**src/sv/teg_pkg.sv**
```systemverilog
// Shared types, codes and reset values of the thermal and error clock governor.
package teg_pkg;

    // Command codes of an input word.
    localparam logic [2:0] CMD_TICK  = 3'd0;
    localparam logic [2:0] CMD_TEMP  = 3'd1;
    localparam logic [2:0] CMD_GOOD  = 3'd2;
    localparam logic [2:0] CMD_BAD   = 3'd3;
    localparam logic [2:0] CMD_EMPTY = 3'd4;
    localparam logic [2:0] CMD_START = 3'd5;

    // Clock step codes of a result word.
    localparam logic [1:0] STEP_NONE = 2'd0;
    localparam logic [1:0] STEP_DOWN = 2'd1;
    localparam logic [1:0] STEP_UP   = 2'd2;
    localparam logic [1:0] STEP_SET  = 2'd3;

    // Thermal event codes of a result word.
    localparam logic [1:0] EVT_NONE      = 2'd0;
    localparam logic [1:0] EVT_OVERHEAT  = 2'd1;
    localparam logic [1:0] EVT_CUTOFF    = 2'd2;
    localparam logic [1:0] EVT_RECOVERED = 2'd3;

    // Configuration register indexes.
    localparam logic [2:0] CFG_OVERHEAT_LEVEL = 3'd0;
    localparam logic [2:0] CFG_CUTOFF_LEVEL   = 3'd1;
    localparam logic [2:0] CFG_CLOCK_FLOOR    = 3'd2;
    localparam logic [2:0] CFG_CLOCK_CEILING  = 3'd3;
    localparam logic [2:0] CFG_CLOCK_DEFAULT  = 3'd4;
    localparam logic [2:0] CFG_GOOD_RUN_START = 3'd5;
    localparam logic [2:0] CFG_GOOD_RUN_LIMIT = 3'd6;
    localparam logic [2:0] CFG_HOLDOFF_TICKS  = 3'd7;

    // Configuration reset values.
    localparam logic [15:0] RST_OVERHEAT_LEVEL = 16'd6400;
    localparam logic [15:0] RST_CUTOFF_LEVEL   = 16'd7680;
    localparam logic [7:0]  RST_CLOCK_FLOOR    = 8'd160;
    localparam logic [7:0]  RST_CLOCK_CEILING  = 8'd220;
    localparam logic [7:0]  RST_CLOCK_DEFAULT  = 8'd200;
    localparam logic [6:0]  RST_GOOD_RUN_START = 7'd6;
    localparam logic [6:0]  RST_GOOD_RUN_LIMIT = 7'd96;
    localparam logic [15:0] RST_HOLDOFF_TICKS  = 16'd50;

    // More empty polls in a row than this request a step-down.
    localparam logic [15:0] EMPTY_POLL_LIMIT = 16'd18000;

    typedef struct packed {
        logic [2:0]  cmd;
        logic [15:0] temp_value;
        logic        temp_whole_degrees;
    } t_in_word;

    typedef struct packed {
        logic [7:0] clock_mhz;
        logic       set_clock_issued;
        logic [1:0] clock_step;
        logic       core_enabled;
        logic [1:0] thermal_event;
    } t_out_word;

    typedef struct packed {
        logic [15:0] overheat_level;
        logic [15:0] cutoff_level;
        logic [7:0]  clock_floor;
        logic [7:0]  clock_ceiling;
        logic [7:0]  clock_default;
        logic [6:0]  good_run_start;
        logic [6:0]  good_run_limit;
        logic [15:0] holdoff_ticks;
    } t_cfg;

    typedef struct packed {
        logic [7:0]  clock_now;
        logic [15:0] ticks_since_change;
        logic [31:0] share_count;
        logic [31:0] share_at_last_error;
        logic [31:0] error_count;
        logic [6:0]  good_run_target;
        logic [14:0] empty_poll_count;
        logic        overheated;
    } t_state;

endpackage

```
**src/sv/teg_update.sv**
```systemverilog
// Next-state and result logic of the governor for one event word.
module teg_update
    import teg_pkg::*;
(
    input  t_cfg      i_cfg,
    input  t_state    i_state,
    input  t_in_word  i_word,
    output t_state    o_state,
    output t_out_word o_result
);

    typedef enum logic [2:0] {
        REQ_NONE,
        REQ_DOWN10,
        REQ_DOWN2,
        REQ_UP2,
        REQ_SET
    } t_req;

    logic [15:0] temp_scaled;
    logic [31:0] share_inc;
    logic [31:0] error_inc;
    logic [31:0] share_eff;
    logic [40:0] error_scaled;
    logic [40:0] share_scaled;
    logic        ratio_hit;
    logic [31:0] good_run;
    logic        run_hit;
    logic [15:0] poll_next;
    logic [7:0]  target_dbl;
    logic [6:0]  target_next;

    t_state     s;
    t_req       req;
    logic       req_thermal;
    logic       req_down;
    logic       blocked;
    logic [7:0] down_amt;
    logic [1:0] evt;
    logic       issued;
    logic [1:0] step;

    assign temp_scaled = i_word.temp_whole_degrees ?
                         {1'b0, i_word.temp_value[7:0], 7'b0} : i_word.temp_value;

    assign share_inc = (i_state.share_count == '1) ? i_state.share_count
                                                    : i_state.share_count + 32'd1;
    assign error_inc = (i_state.error_count == '1) ? i_state.error_count
                                                    : i_state.error_count + 32'd1;

    // Error ratio of 0.75 percent: errors * 400 >= shares * 3.
    assign share_eff    = (share_inc == 32'd0) ? 32'd1 : share_inc;
    assign error_scaled = 41'(error_inc) * 41'd400;
    assign share_scaled = 41'(share_eff) * 41'd3;
    assign ratio_hit    = (error_scaled >= share_scaled);

    assign good_run = (share_inc >= i_state.share_at_last_error) ?
                      share_inc - i_state.share_at_last_error : 32'd0;
    assign run_hit  = (good_run >= {25'b0, i_state.good_run_target});

    assign poll_next = {1'b0, i_state.empty_poll_count} + 16'd1;

    assign target_dbl  = {i_state.good_run_target, 1'b0};
    assign target_next = (target_dbl < {1'b0, i_cfg.good_run_limit}) ?
                         target_dbl[6:0] : i_cfg.good_run_limit;

    always_comb begin
        s           = i_state;
        req         = REQ_NONE;
        req_thermal = 1'b0;
        evt         = EVT_NONE;
        issued      = 1'b0;
        step        = STEP_NONE;
        req_down    = 1'b0;
        blocked     = 1'b0;
        down_amt    = 8'd2;

        case (i_word.cmd)
            CMD_TICK: begin
                if (i_state.ticks_since_change != 16'hFFFF) begin
                    s.ticks_since_change = i_state.ticks_since_change + 16'd1;
                end
            end
            CMD_TEMP: begin
                if (i_state.overheated) begin
                    if (temp_scaled < i_cfg.overheat_level) begin
                        s.overheated = 1'b0;
                        evt          = EVT_RECOVERED;
                    end
                end else if (temp_scaled >= i_cfg.overheat_level) begin
                    req_thermal = 1'b1;
                    if (temp_scaled >= i_cfg.cutoff_level) begin
                        req          = REQ_DOWN10;
                        s.overheated = 1'b1;
                        evt          = EVT_CUTOFF;
                    end else begin
                        req = REQ_DOWN2;
                        evt = EVT_OVERHEAT;
                    end
                end
            end
            CMD_GOOD: begin
                if (!i_state.overheated) begin
                    s.share_count      = share_inc;
                    s.empty_poll_count = '0;
                    if (run_hit) begin
                        req = REQ_UP2;
                    end
                end
            end
            CMD_BAD: begin
                if (!i_state.overheated) begin
                    s.share_count         = share_inc;
                    s.empty_poll_count    = '0;
                    s.error_count         = error_inc;
                    s.share_at_last_error = share_inc;
                    if ((i_state.clock_now > i_cfg.clock_default || error_inc > 32'd1)
                        && ratio_hit) begin
                        req = REQ_DOWN2;
                    end
                end
            end
            CMD_EMPTY: begin
                if (!i_state.overheated) begin
                    if (poll_next > EMPTY_POLL_LIMIT) begin
                        s.empty_poll_count = '0;
                        req                = REQ_DOWN2;
                    end else if (poll_next > 16'h7FFF) begin
                        s.empty_poll_count = 15'h7FFF;
                    end else begin
                        s.empty_poll_count = poll_next[14:0];
                    end
                end
            end
            CMD_START: begin
                s.clock_now = i_cfg.clock_default;
                req         = REQ_SET;
            end
            default: begin
            end
        endcase

        // Rate-limited clock change. Passing the holdoff restarts the tick, share and
        // error counters even when the floor or ceiling then refuses the step.
        req_down = (req == REQ_DOWN10) || (req == REQ_DOWN2);
        down_amt = (req == REQ_DOWN10) ? 8'd10 : 8'd2;
        if (req != REQ_NONE && i_state.ticks_since_change >= i_cfg.holdoff_ticks) begin
            s.ticks_since_change  = '0;
            s.share_count         = '0;
            s.share_at_last_error = '0;
            s.error_count         = '0;
            blocked = (!req_thermal && req_down && s.clock_now <= i_cfg.clock_floor)
                   || (req == REQ_UP2 && s.clock_now >= i_cfg.clock_ceiling);
            if (!blocked) begin
                issued = 1'b1;
                if (req_down) begin
                    s.good_run_target = target_next;
                    s.clock_now = (s.clock_now > down_amt) ? s.clock_now - down_amt
                                                           : 8'd0;
                    step = STEP_DOWN;
                end else if (req == REQ_UP2) begin
                    s.clock_now = (s.clock_now >= 8'd253) ? 8'd255
                                                          : s.clock_now + 8'd2;
                    step = STEP_UP;
                end else begin
                    step = STEP_SET;
                end
            end
        end
    end

    assign o_state                   = s;
    assign o_result.clock_mhz        = s.clock_now;
    assign o_result.set_clock_issued = issued;
    assign o_result.clock_step       = step;
    assign o_result.core_enabled     = ~s.overheated;
    assign o_result.thermal_event    = evt;

endmodule

```
**src/sv/thermal_error_clock_governor.sv**
```systemverilog
// Top level of the thermal and error driven clock governor.
//
// Event words (tick, temperature, good result, bad result, empty poll, start)
// enter on the input channel: a word is taken at a rising edge where
// i_in_valid is high and o_in_stall is low. Each word yields exactly one
// result word on the output channel, taken where o_out_valid is high and
// i_out_stall is low. The result carries the clock after the event, whether a
// set-clock command went out and which way, the core enable and any thermal
// event.
// The word lands in the input register at the accepting edge; from there
// the governor state and the result register are updated together by a
// single pass of update logic. While no waiting result is stalled, a new
// word is taken every cycle, so the throughput is one word per clock.
// When the receiver stalls while a result waits, the whole two-stage pipe
// holds and o_in_stall rises in the same cycle; nothing is dropped.
// Configuration registers are written through the cfg channel, which is
// always ready; they are meant to change only while the pipe is empty.
// Synchronous reset loads the register defaults, sets the clock to its
// default value, clears the counters and the overheat flag, and saturates
// the holdoff count so that the first clock change is allowed.
module thermal_error_clock_governor
    import teg_pkg::*;
(
    input  logic      i_clk,
    input  logic      i_rst_n,
    input  logic      i_in_valid,
    output logic      o_in_stall,
    input  t_in_word  i_in_word,
    output logic      o_out_valid,
    input  logic      i_out_stall,
    output t_out_word o_out_word,
    input  logic      i_cfg_valid,
    output logic      o_cfg_ready,
    input  logic [2:0]  i_cfg_index,
    input  logic [15:0] i_cfg_data
);

    t_cfg      r_cfg;
    t_state    r_state;
    t_state    n_state;
    logic      r_in_valid;
    t_in_word  r_in_word;
    logic      r_out_valid;
    t_out_word r_out_word;
    t_out_word n_out_word;
    logic      advance;

    // The pipe moves whenever the result register is free or being taken.
    assign advance     = !(r_out_valid && i_out_stall);
    assign o_in_stall  = !advance;
    assign o_out_valid = r_out_valid;
    assign o_out_word  = r_out_word;
    assign o_cfg_ready = 1'b1;

    teg_update u_update (
        .i_cfg    (r_cfg),
        .i_state  (r_state),
        .i_word   (r_in_word),
        .o_state  (n_state),
        .o_result (n_out_word)
    );

    // Configuration registers.
    always_ff @(posedge i_clk) begin
        if (!i_rst_n) begin
            r_cfg.overheat_level <= RST_OVERHEAT_LEVEL;
            r_cfg.cutoff_level   <= RST_CUTOFF_LEVEL;
            r_cfg.clock_floor    <= RST_CLOCK_FLOOR;
            r_cfg.clock_ceiling  <= RST_CLOCK_CEILING;
            r_cfg.clock_default  <= RST_CLOCK_DEFAULT;
            r_cfg.good_run_start <= RST_GOOD_RUN_START;
            r_cfg.good_run_limit <= RST_GOOD_RUN_LIMIT;
            r_cfg.holdoff_ticks  <= RST_HOLDOFF_TICKS;
        end else if (i_cfg_valid) begin
            case (i_cfg_index)
                CFG_OVERHEAT_LEVEL: r_cfg.overheat_level <= i_cfg_data;
                CFG_CUTOFF_LEVEL:   r_cfg.cutoff_level   <= i_cfg_data;
                CFG_CLOCK_FLOOR:    r_cfg.clock_floor    <= i_cfg_data[7:0];
                CFG_CLOCK_CEILING:  r_cfg.clock_ceiling  <= i_cfg_data[7:0];
                CFG_CLOCK_DEFAULT:  r_cfg.clock_default  <= i_cfg_data[7:0];
                CFG_GOOD_RUN_START: r_cfg.good_run_start <= i_cfg_data[6:0];
                CFG_GOOD_RUN_LIMIT: r_cfg.good_run_limit <= i_cfg_data[6:0];
                CFG_HOLDOFF_TICKS:  r_cfg.holdoff_ticks  <= i_cfg_data;
                default: begin
                end
            endcase
        end
    end

    // Governor state. The reset target uses the reset value of good_run_start.
    always_ff @(posedge i_clk) begin
        if (!i_rst_n) begin
            r_state.clock_now           <= RST_CLOCK_DEFAULT;
            r_state.ticks_since_change  <= 16'hFFFF;
            r_state.share_count         <= '0;
            r_state.share_at_last_error <= '0;
            r_state.error_count         <= '0;
            r_state.good_run_target     <= RST_GOOD_RUN_START;
            r_state.empty_poll_count    <= '0;
            r_state.overheated          <= 1'b0;
        end else if (advance && r_in_valid) begin
            r_state <= n_state;
        end
    end

    // Input register and result register, moving together.
    always_ff @(posedge i_clk) begin
        if (!i_rst_n) begin
            r_in_valid  <= 1'b0;
            r_out_valid <= 1'b0;
        end else if (advance) begin
            r_in_valid  <= i_in_valid;
            r_out_valid <= r_in_valid;
        end
    end

    always_ff @(posedge i_clk) begin
        if (advance && i_in_valid) begin
            r_in_word <= i_in_word;
        end
        if (advance && r_in_valid) begin
            r_out_word <= n_out_word;
        end
    end

endmodule
```
**config.mk**
```make
export PLATFORM = sky130hd
export DESIGN_NAME = thermal_error_clock_governor
export DESIGN_NICKNAME = d
export VERILOG_FILES = /design/src/sv/teg_pkg.sv /design/src/sv/teg_update.sv /design/src/sv/thermal_error_clock_governor.sv
export SDC_FILE = /design/constraint.sdc
export NUM_CORES = 1
export LEC_CHECK = 0
export BUFFER_PORTS_ARGS = -buffer_cell sky130_fd_sc_hd__buf_2
export CORE_UTILIZATION = 48
export CTS_CLUSTER_DIAMETER = 30
export DETAILED_ROUTE_END_ITERATION = 8
export GPL_TIMING_DRIVEN = 0
export HOLD_SLACK_MARGIN = 0.02
export PLACE_DENSITY_LB_ADDON = 0.3
export SYNTH_ARGS = -nofsm -noshare
export SYNTH_HDL_FRONTEND = slang
export SYNTH_SLANG_ARGS = --single-unit
```
**constraint.sdc**
```tcl
create_clock -name i_clk -period 21.6 [get_ports i_clk]
set_clock_uncertainty 0.05 [all_clocks]
set_input_delay 6.48 -clock i_clk [delete_from_list [all_inputs] [get_ports i_clk]]
set_output_delay 6.48 -clock i_clk [all_outputs]
set_load 0.01 [all_outputs]
```
Word-level counts from Yosys, hierarchy flattened
Index checks and enable logic that the tools add are counted.

operators by class
  $add $sub $neg = 7
  reduce and logical (&&, ||, !) cells = 37
  $lt $le $gt $ge = 16
  eq/ne operators = 22
  multiplexer cells = 52
  $mul = 2
  bitwise logic cells = 3

operators with widths
  kind                                                             number
  two-way mux 32 bit                                               5
  two-way mux 127 bit                                              1
  two-way mux 96 bit                                               1
  adder 32 x 1 -> 32 bit, second input constant                    2
  == test 32 bit, second input constant                            2
  two-way mux 64 bit                                               1
  one-hot mux 32 bit (2 select lines)                              1
  two-way mux 15 bit                                               4
  greater-or-equal comparator 16 bit                               3
  two-way mux 16 bit                                               3
  two-way mux 8 bit                                                6
  greater-or-equal comparator 41 x 34 -> 1 bit                     1
  multiplier 32 x 5 -> 37 bit, second input constant               1
  multiplier 32 x 2 -> 34 bit, second input constant               1
  greater-or-equal comparator 32 bit                               1
  greater-or-equal comparator 32 x 7 -> 1 bit                      1
  greater-than comparator 16 x 15 -> 1 bit, second input constant  2
  greater-than comparator 32 x 1 -> 1 bit, second input constant   1
  zero test 32 bit                                                 1
  subtractor 32 bit                                                1
  one-hot mux 15 bit (2 select lines)                              1
  two-way mux 7 bit                                                3
  two-way mux 2 bit                                                10
  == test 3 x 2 -> 1 bit, second input constant                    6
  32 further kinds                                                 80

word-level totals
  flip-flop bits (word level) = 258
  word-level logic and storage cells = 165
  output and inout bits = 17
  input bits = 44

Depth between registers and ports, before layout
Gate-level depths: netlist (run 1).

  word-level depth = 17
  mapped depth = 44
  mapped depth without buffers = 42

Hierarchy
A second synthesis (run 1) with hierarchy kept.

second synthesis, totals
  cell total of the unflattened synthesis = 3462
  area total of the unflattened synthesis = 26615.5 µm²

modules (own cells, without submodules)
  module                        cells each  seq. area each (µm²)  times used  area an instance (µm²)
  teg_update                    2471        0.0                   1           16434.5
  thermal_error_clock_governor  991         5645.4                1           10181.0

Worst setup path before layout (run 1)
OpenSTA, ideal clock, no wires.

  path kind = input -> output
  start = input i_out_stall
  end = output o_in_stall
  data required time = 15.070 ns
  stages = 2
  path buffers = 0
  arrival time = 6.662 ns
  path slack = 8.408 ns
  cell sequence = nand2_1 -> inv_1

between the ends
  word-level cells in the longest chain between the ends = 1

ends and longest elaborated chain
  what                RTL line                            source
  start: declaration  thermal_error_clock_governor.sv:30  input logic i_out_stall,
  logical AND 1 bit   thermal_error_clock_governor.sv:49  assign advance = !(r_out_valid && i_out_stall);
  end: declaration    thermal_error_clock_governor.sv:27  output logic o_in_stall,

No other way between the ends.

Worst setup path after layout (run 1)
Same ends and word-level chain as after synthesis.

==> flow_metrics.tcl, run 1 <==
set metrics [dict create \
    status "finished with violations" \
    violations "DRC" \
    rsz0062_at_grt "no" \
    gr-usage-all-layers 0.278 \
    power_density_nw_per_um2 58.2 \
    seq_area_frac_synth 0.242 \
    syn_to_final_growth_pct 13.1 \
    layout_commonest_cell "nand2_1" \
    grt_pass1_vias 21100 \
    initial_core_util 0.488 \
    gp_congestion 0.992 \
    min_period_ns 13.40 \
    synth_ff_type "dfxtp_1" \
    p_leak_nw 12.0 \
    min_period_over_period 0.621 \
    dieWidth_um 220 \
    synthCells 2989 \
    ys_warn_count 0 \
    core_sq_um 46700 \
    wl_um 68100 \
    synth_edf_count 34 \
    fin_tns_setup_ns 0 \
    final_cell_mix "nand2_1 (384), inv_1 (366), ha_1 (304)" \
    syn-num-nets 3366 \
    fmax_mhz 74.6 \
    port-buffer-count 56 \
    synth_cell_types 89 \
    cts_tree "built" \
    antenna_found_initial 2 \
    post-route-util 0.552 \
    path_class "in -> out" \
    cts_buffers 54 \
    finalPower_mw 1.50 \
    drv_cap 0 \
    drt_iter0_drc 1760 \
    ctsHoldBuffers 0 \
    drtPass1Iterations 8 \
    cp-start-kind "primary input" \
    max_stage_delay_ns 0.14 \
    slowest_stage "buf_2" \
    slew_headroom 0.129 \
    via_count 21900 \
    dpl.hpwl_um 54100 \
    cts_resized 0 \
    wl_per_cell_um 18.1 \
    ant_nets 0 \
    final_max_slew_viol_count 0 \
    endpoint_kind "primary output" \
    finalSetupViolations 0 \
    drive_gt1_frac 0.0728 \
    gr-total-overflow 0 \
    grt_pass1_wl_um 108000 \
    clk_latency_ns 0.61 \
    n_antenna_cell 0 \
    crit_fanout 3 \
    ir_drop_v 0.0000876 \
    cts-root-buf "clkbuf_16" \
    postCtsSetupBuffers 0 \
    critPathArrivalTime_ns 6.87 \
    synth_top_area_cell "dfxtp_1" \
    ys_async_sr_fraction 0 \
    yosysTopAreaCellShare 0.197 \
    synthTopCellsByArea "dfxtp_1 (20%), ha_1 (17%), nand2_1 (6.3%)" \
    tightest_slew_ns 1.31 \
    die_h_um 220 \
    cp.required_ns 15.07 \
    finalHoldViolCount 0 \
    vias_per_cell 5.84 \
    crit_chain "buf_2, nand2_1, inv_1, buf_2" \
    cts-htree-levels 2 \
    holdCritPathClass "reg -> reg" \
    synth_area_sq_um 22800 \
    nets 3478 \
    rows 79 \
    path_clk_slew_ns 0.05 \
    die_area_sq_um 48300 \
    whs_ns 0.400 \
    avgSynthCellArea_sq_um 7.62 \
    cp_common_cell "buf_2" \
    drc 2 \
    cts_sinks 258 \
    synth-seq-cells 258 \
    io_pins 61 \
    grt_max_degree 24 \
    clock_path_buffers 3 \
]
-- path summary, 6_finish.rpt --
path | start | endpoint | slack, ns | cells after the start
worst min-delay path | r_state[70] | r_state[70] | 0.40 | 2
worst min register to register | r_state[70] | r_state[70] | 0.40 | 2
worst max-delay path | i_out_stall | o_in_stall | 8.20 | 4
worst max register to register | r_state[88] | r_state[93] | 9.90 | 38
-- metrics by stage --
step                setup slack, ns  area, sq um  cells
finish                         8.20        25700   3754
global route                   8.16        25700   3754
CTS                            8.20        25700   3754
detailed placement             8.20        23800   3652
global placement               8.21        23800   3652
floorplan                      8.41        22800   2989
-- cell type report --
| cell class | count | area, sq um |
|---|---|---|
| clock inverter | 40 | 459 |
| clock buffer | 62 | 1470 |
| sequential | 258 | 5510 |
| multi-input combinational | 2257 | 15400 |
| fill | 4339 | 20900 |
| inverter | 369 | 1390 |
| timing repair buffer | 56 | 280 |
| tap | 607 | 759 |
| buffer | 105 | 440 |
-- synthesized netlist by cell type (46+ instances only) --
| cell type | number |
|---|---|
| xor2_1 | 70 |
| nand2_1 | 384 |
| o21ai_0 | 147 |
| nand3_1 | 88 |
| inv_1 | 366 |
| a21o_1 | 58 |
| ha_1 | 304 |
| nand4_1 | 60 |
| xnor2_1 | 77 |
| nor2_1 | 189 |
| a21oi_1 | 228 |
| clkbuf_1 | 73 |
| dfxtp_1 | 224 |
| o21ai_1 | 46 |
| nor3_1 | 55 |
-- power by group --
part           internal (mW)  switching [mW]  total (mW)
Clock                  0.542           0.317       0.859
Combinational         0.0465          0.0861       0.133
Sequential             0.500         0.00866       0.509
-- routing by layer --
layer | wire [um] | GRT usage | share of wire
met4 | 2520 | 0.107 | 0.037
met1 | 30500 | 0.358 | 0.45
met3 | 3360 | 0.0341 | 0.049
met5 | 13 | 0 | 0.00019
met2 | 31700 | 0.469 | 0.47
-- sequential cells by signal, summed over array words and instances (netlist names) --
| signal | count |
|---|---|
| r_state | 143 |
| r_cfg | 79 |
| o_out_word | 14 |
| r_in_word | 20 |
| o_out_valid | 1 |
| r_in_valid | 1 |
-- worst max-delay path, delay by kind of cell --
family | cells | cell delay [ns]
and+or+nand+nor | 1 | 0.09
buffers and inverters | 3 | 0.30
-- cell families after synthesis --
group / after synthesis / synth area share
and+or+nand+nor: 972 / 0.201
other: 1 / 0.000165
adders and majority gates: 333 / 0.192
AOI/OAI and AO/OA: 773 / 0.214
xor gates and xnor gates: 147 / 0.0565
muxes: 31 / 0.0144
DFF: 258 / 0.242
buffers and inverters: 474 / 0.0801
Note: power is estimated with default switching activity, not from simulation.
==> inputs of run 2 (changes only) <==
--- a/config.mk
+++ b/config.mk
@@ -5,6 +5,7 @@
 export SDC_FILE = /design/constraint.sdc
 export NUM_CORES = 1
 export LEC_CHECK = 0
+export ABC_AREA = 1
 export BUFFER_PORTS_ARGS = -buffer_cell sky130_fd_sc_hd__buf_2
 export CORE_UTILIZATION = 48
 export CTS_CLUSTER_DIAMETER = 30
==> constraint.sdc (replaced) <==
create_clock -name i_clk -period 13.82 [get_ports i_clk]
set_clock_uncertainty 0.05 [all_clocks]
set_input_delay 4.146 -clock i_clk [delete_from_list [all_inputs] [get_ports i_clk]]
set_output_delay 4.146 -clock i_clk [all_outputs]
set_load 0.01 [all_outputs]
==> run 2 against run 1 <==
Compared with the run above: the flow now finishes without violations; synthesized area grew 6.5%; final cell count grew 22%; flip-flop and latch count did not move; core utilization down 0.17 points; largest cell class unchanged.
==> flow_metrics.tcl, run 2 <==
set metrics [dict create \
    crit_fanout 3 \
    largest_register_ff_count 143 \
    synth_area_sq_um 24300 \
    drv_cap 0 \
    nets 4231 \
    power_density_nw_per_um2 117 \
    dpl.hpwl_um 54600 \
    cts_buffers 59 \
    min_period_ns 8.74 \
    io_pins 61 \
    cts_sinks 258 \
    synthTopCellsByCount "nand2_1 (917), inv_1 (644), nor2_1 (365)" \
    gr-total-overflow 0 \
    whs_ns 0.406 \
    slew_headroom 0.0971 \
    cts_resized 0 \
    drt_iter0_drc 2041 \
    n_antenna_cell 0 \
    cp.required_ns 9.62 \
    dieWidth_um 227 \
    cts-root-buf "clkbuf_16" \
    cts_tree "built" \
    gp_congestion 0.966 \
    fmax_mhz 114 \
    rows 82 \
    drtPass1Iterations 6 \
    ant_nets 0 \
    tightest_slew_ns 1.34 \
    yosysTopAreaCellShare 0.185 \
    finalHoldViolCount 0 \
    gr-usage-all-layers 0.268 \
    final_max_slew_viol_count 0 \
    grt_pass1_wl_um 111000 \
    clk_latency_ns 0.61 \
    synth_ff_type "dfxtp_1" \
    wl_per_cell_um 14.9 \
    via_count 23900 \
    layout_commonest_cell "nand2_1" \
    top_regs "r_state x143, r_cfg x79, r_in_word x20" \
    cp-start-kind "primary input" \
    min_period_over_period 0.633 \
    wl_um 68400 \
    seq_area_frac_synth 0.227 \
    finalSetupViolations 0 \
    grt_max_degree 24 \
    path_clk_slew_ns 0.05 \
    synthTopCellsByArea "dfxtp_1 (18%), ha_1 (16%), nand2_1 (14%)" \
    syn-num-nets 4111 \
    ctsHoldBuffers 0 \
    postCtsSetupBuffers 0 \
    holdCritPathClass "reg -> reg" \
    ir_drop_v 0.000139 \
    critPathArrivalTime_ns 4.55 \
    drive_gt1_frac 0.0610 \
    avgSynthCellArea_sq_um 6.50 \
    die_h_um 227 \
    final_cell_mix "nand2_1 (917), inv_1 (644), nor2_1 (365)" \
    p_leak_nw 13.9 \
    ys_warn_count 0 \
    port-buffer-count 58 \
    core_sq_um 50000 \
    fin_tns_setup_ns 0 \
    grt_pass1_vias 22100 \
    cts-htree-levels 2 \
    yosysMostFrequentCell "nand2_1" \
    drc 0 \
    status "complete, no violations" \
    synthCells 3734 \
    die_area_sq_um 51500 \
    antenna_found_initial 5 \
    synth_cell_types 55 \
    ys_async_sr_fraction 0 \
    design_area_sq_um 27500 \
    vias_per_cell 5.23 \
    dpl-instance-area_sq_um 25400 \
    path_class "in -> out" \
    synth_edf_count 34 \
    initial_core_util 0.486 \
    syn_to_final_growth_pct 13.3 \
    synth_top_area_cell "dfxtp_1" \
    regMostFlops "r_state" \
    synth-seq-cells 258 \
    rsz0062_at_grt "no" \
    clock_path_buffers 3 \
    post-route-util 0.550 \
    endpoint_kind "primary output" \
]
[run 2: cell types whose count changed after synthesis, moves of 32 or more]
cell / previous run / this run
a21o_1: 58 / 5
a21oi_1: 228 / 293
inv_1: 366 / 644
nand2_1: 384 / 917
nand2b_1: 32 / 0
nand3_1: 88 / 213
nand3b_1: 5 / 43
nor2_1: 189 / 365
xnor2_1: 77 / 39
[run 2: kinds of logic (layout without fill, tap and decap cells)]
family          Yosys count  count (layout)  synth area share
fa+ha+maj               333             333             0.181
other cells               1               1          0.000155
buf+inv                 728             898             0.118
compound gates          602             602             0.135
simple gates           1694            1694             0.297
xor+xnor                118             118            0.0426
flops                   258             258             0.227
[run 2: final cells by class]
cell class	count	area [sq um]
clock buffer	72	1630
timing repair buffer	59	295
buffer	77	414
tap	672	841
fill	4962	22500
sequential	258	5510
multi-input combinational	2748	15900
inverter	651	2440
clock inverter	39	462
[run 2: path summary, 6_finish.rpt]
path | startpoint | endpoint | slack, ns | depth (start not counted)
worst max-delay path | i_out_stall | o_in_stall | 5.08 | 4
worst min-delay path | r_state[67] | r_state[67] | 0.41 | 2
worst max register to register | r_state[23] | r_state[70] | 5.17 | 51
worst min register to register | r_state[67] | r_state[67] | 0.41 | 2
[run 2: critical path, cell delays in order]
cell and delay [ns]:
buf_2 0.09, nand2_1 0.09, inv_1 0.08, buf_2 0.14
[run 2: where the power goes]
part	total [mW]	switching, mW	internal (mW)
clock	1.43	0.471	0.954
sequential	0.838	0.0335	0.804
combinational	0.947	0.630	0.317
[run 2: routing by layer]
| metal | wire, um | vias up | track usage |
|---|---|---|---|
| met5 | 32 | - | 0 |
| met4 | 1940 | 6 | 0.0839 |
| met3 | 4710 | 117 | 0.0470 |
| met2 | 29500 | 670 | 0.421 |
| met1 | 32200 | 10800 | 0.369 |
| li1 | - | 12300 | - |
[run 2: per-stage QoR]
stage               total power, mW  cells  worst slack, ns
CTS                            3.21   4576             5.08
floorplan                      1.53   3734             5.28
detailed placement             1.77   4465             5.08
global route                   3.40   4576             4.49
global placement               1.76   4464             5.08
finish                         3.21   4576             5.08
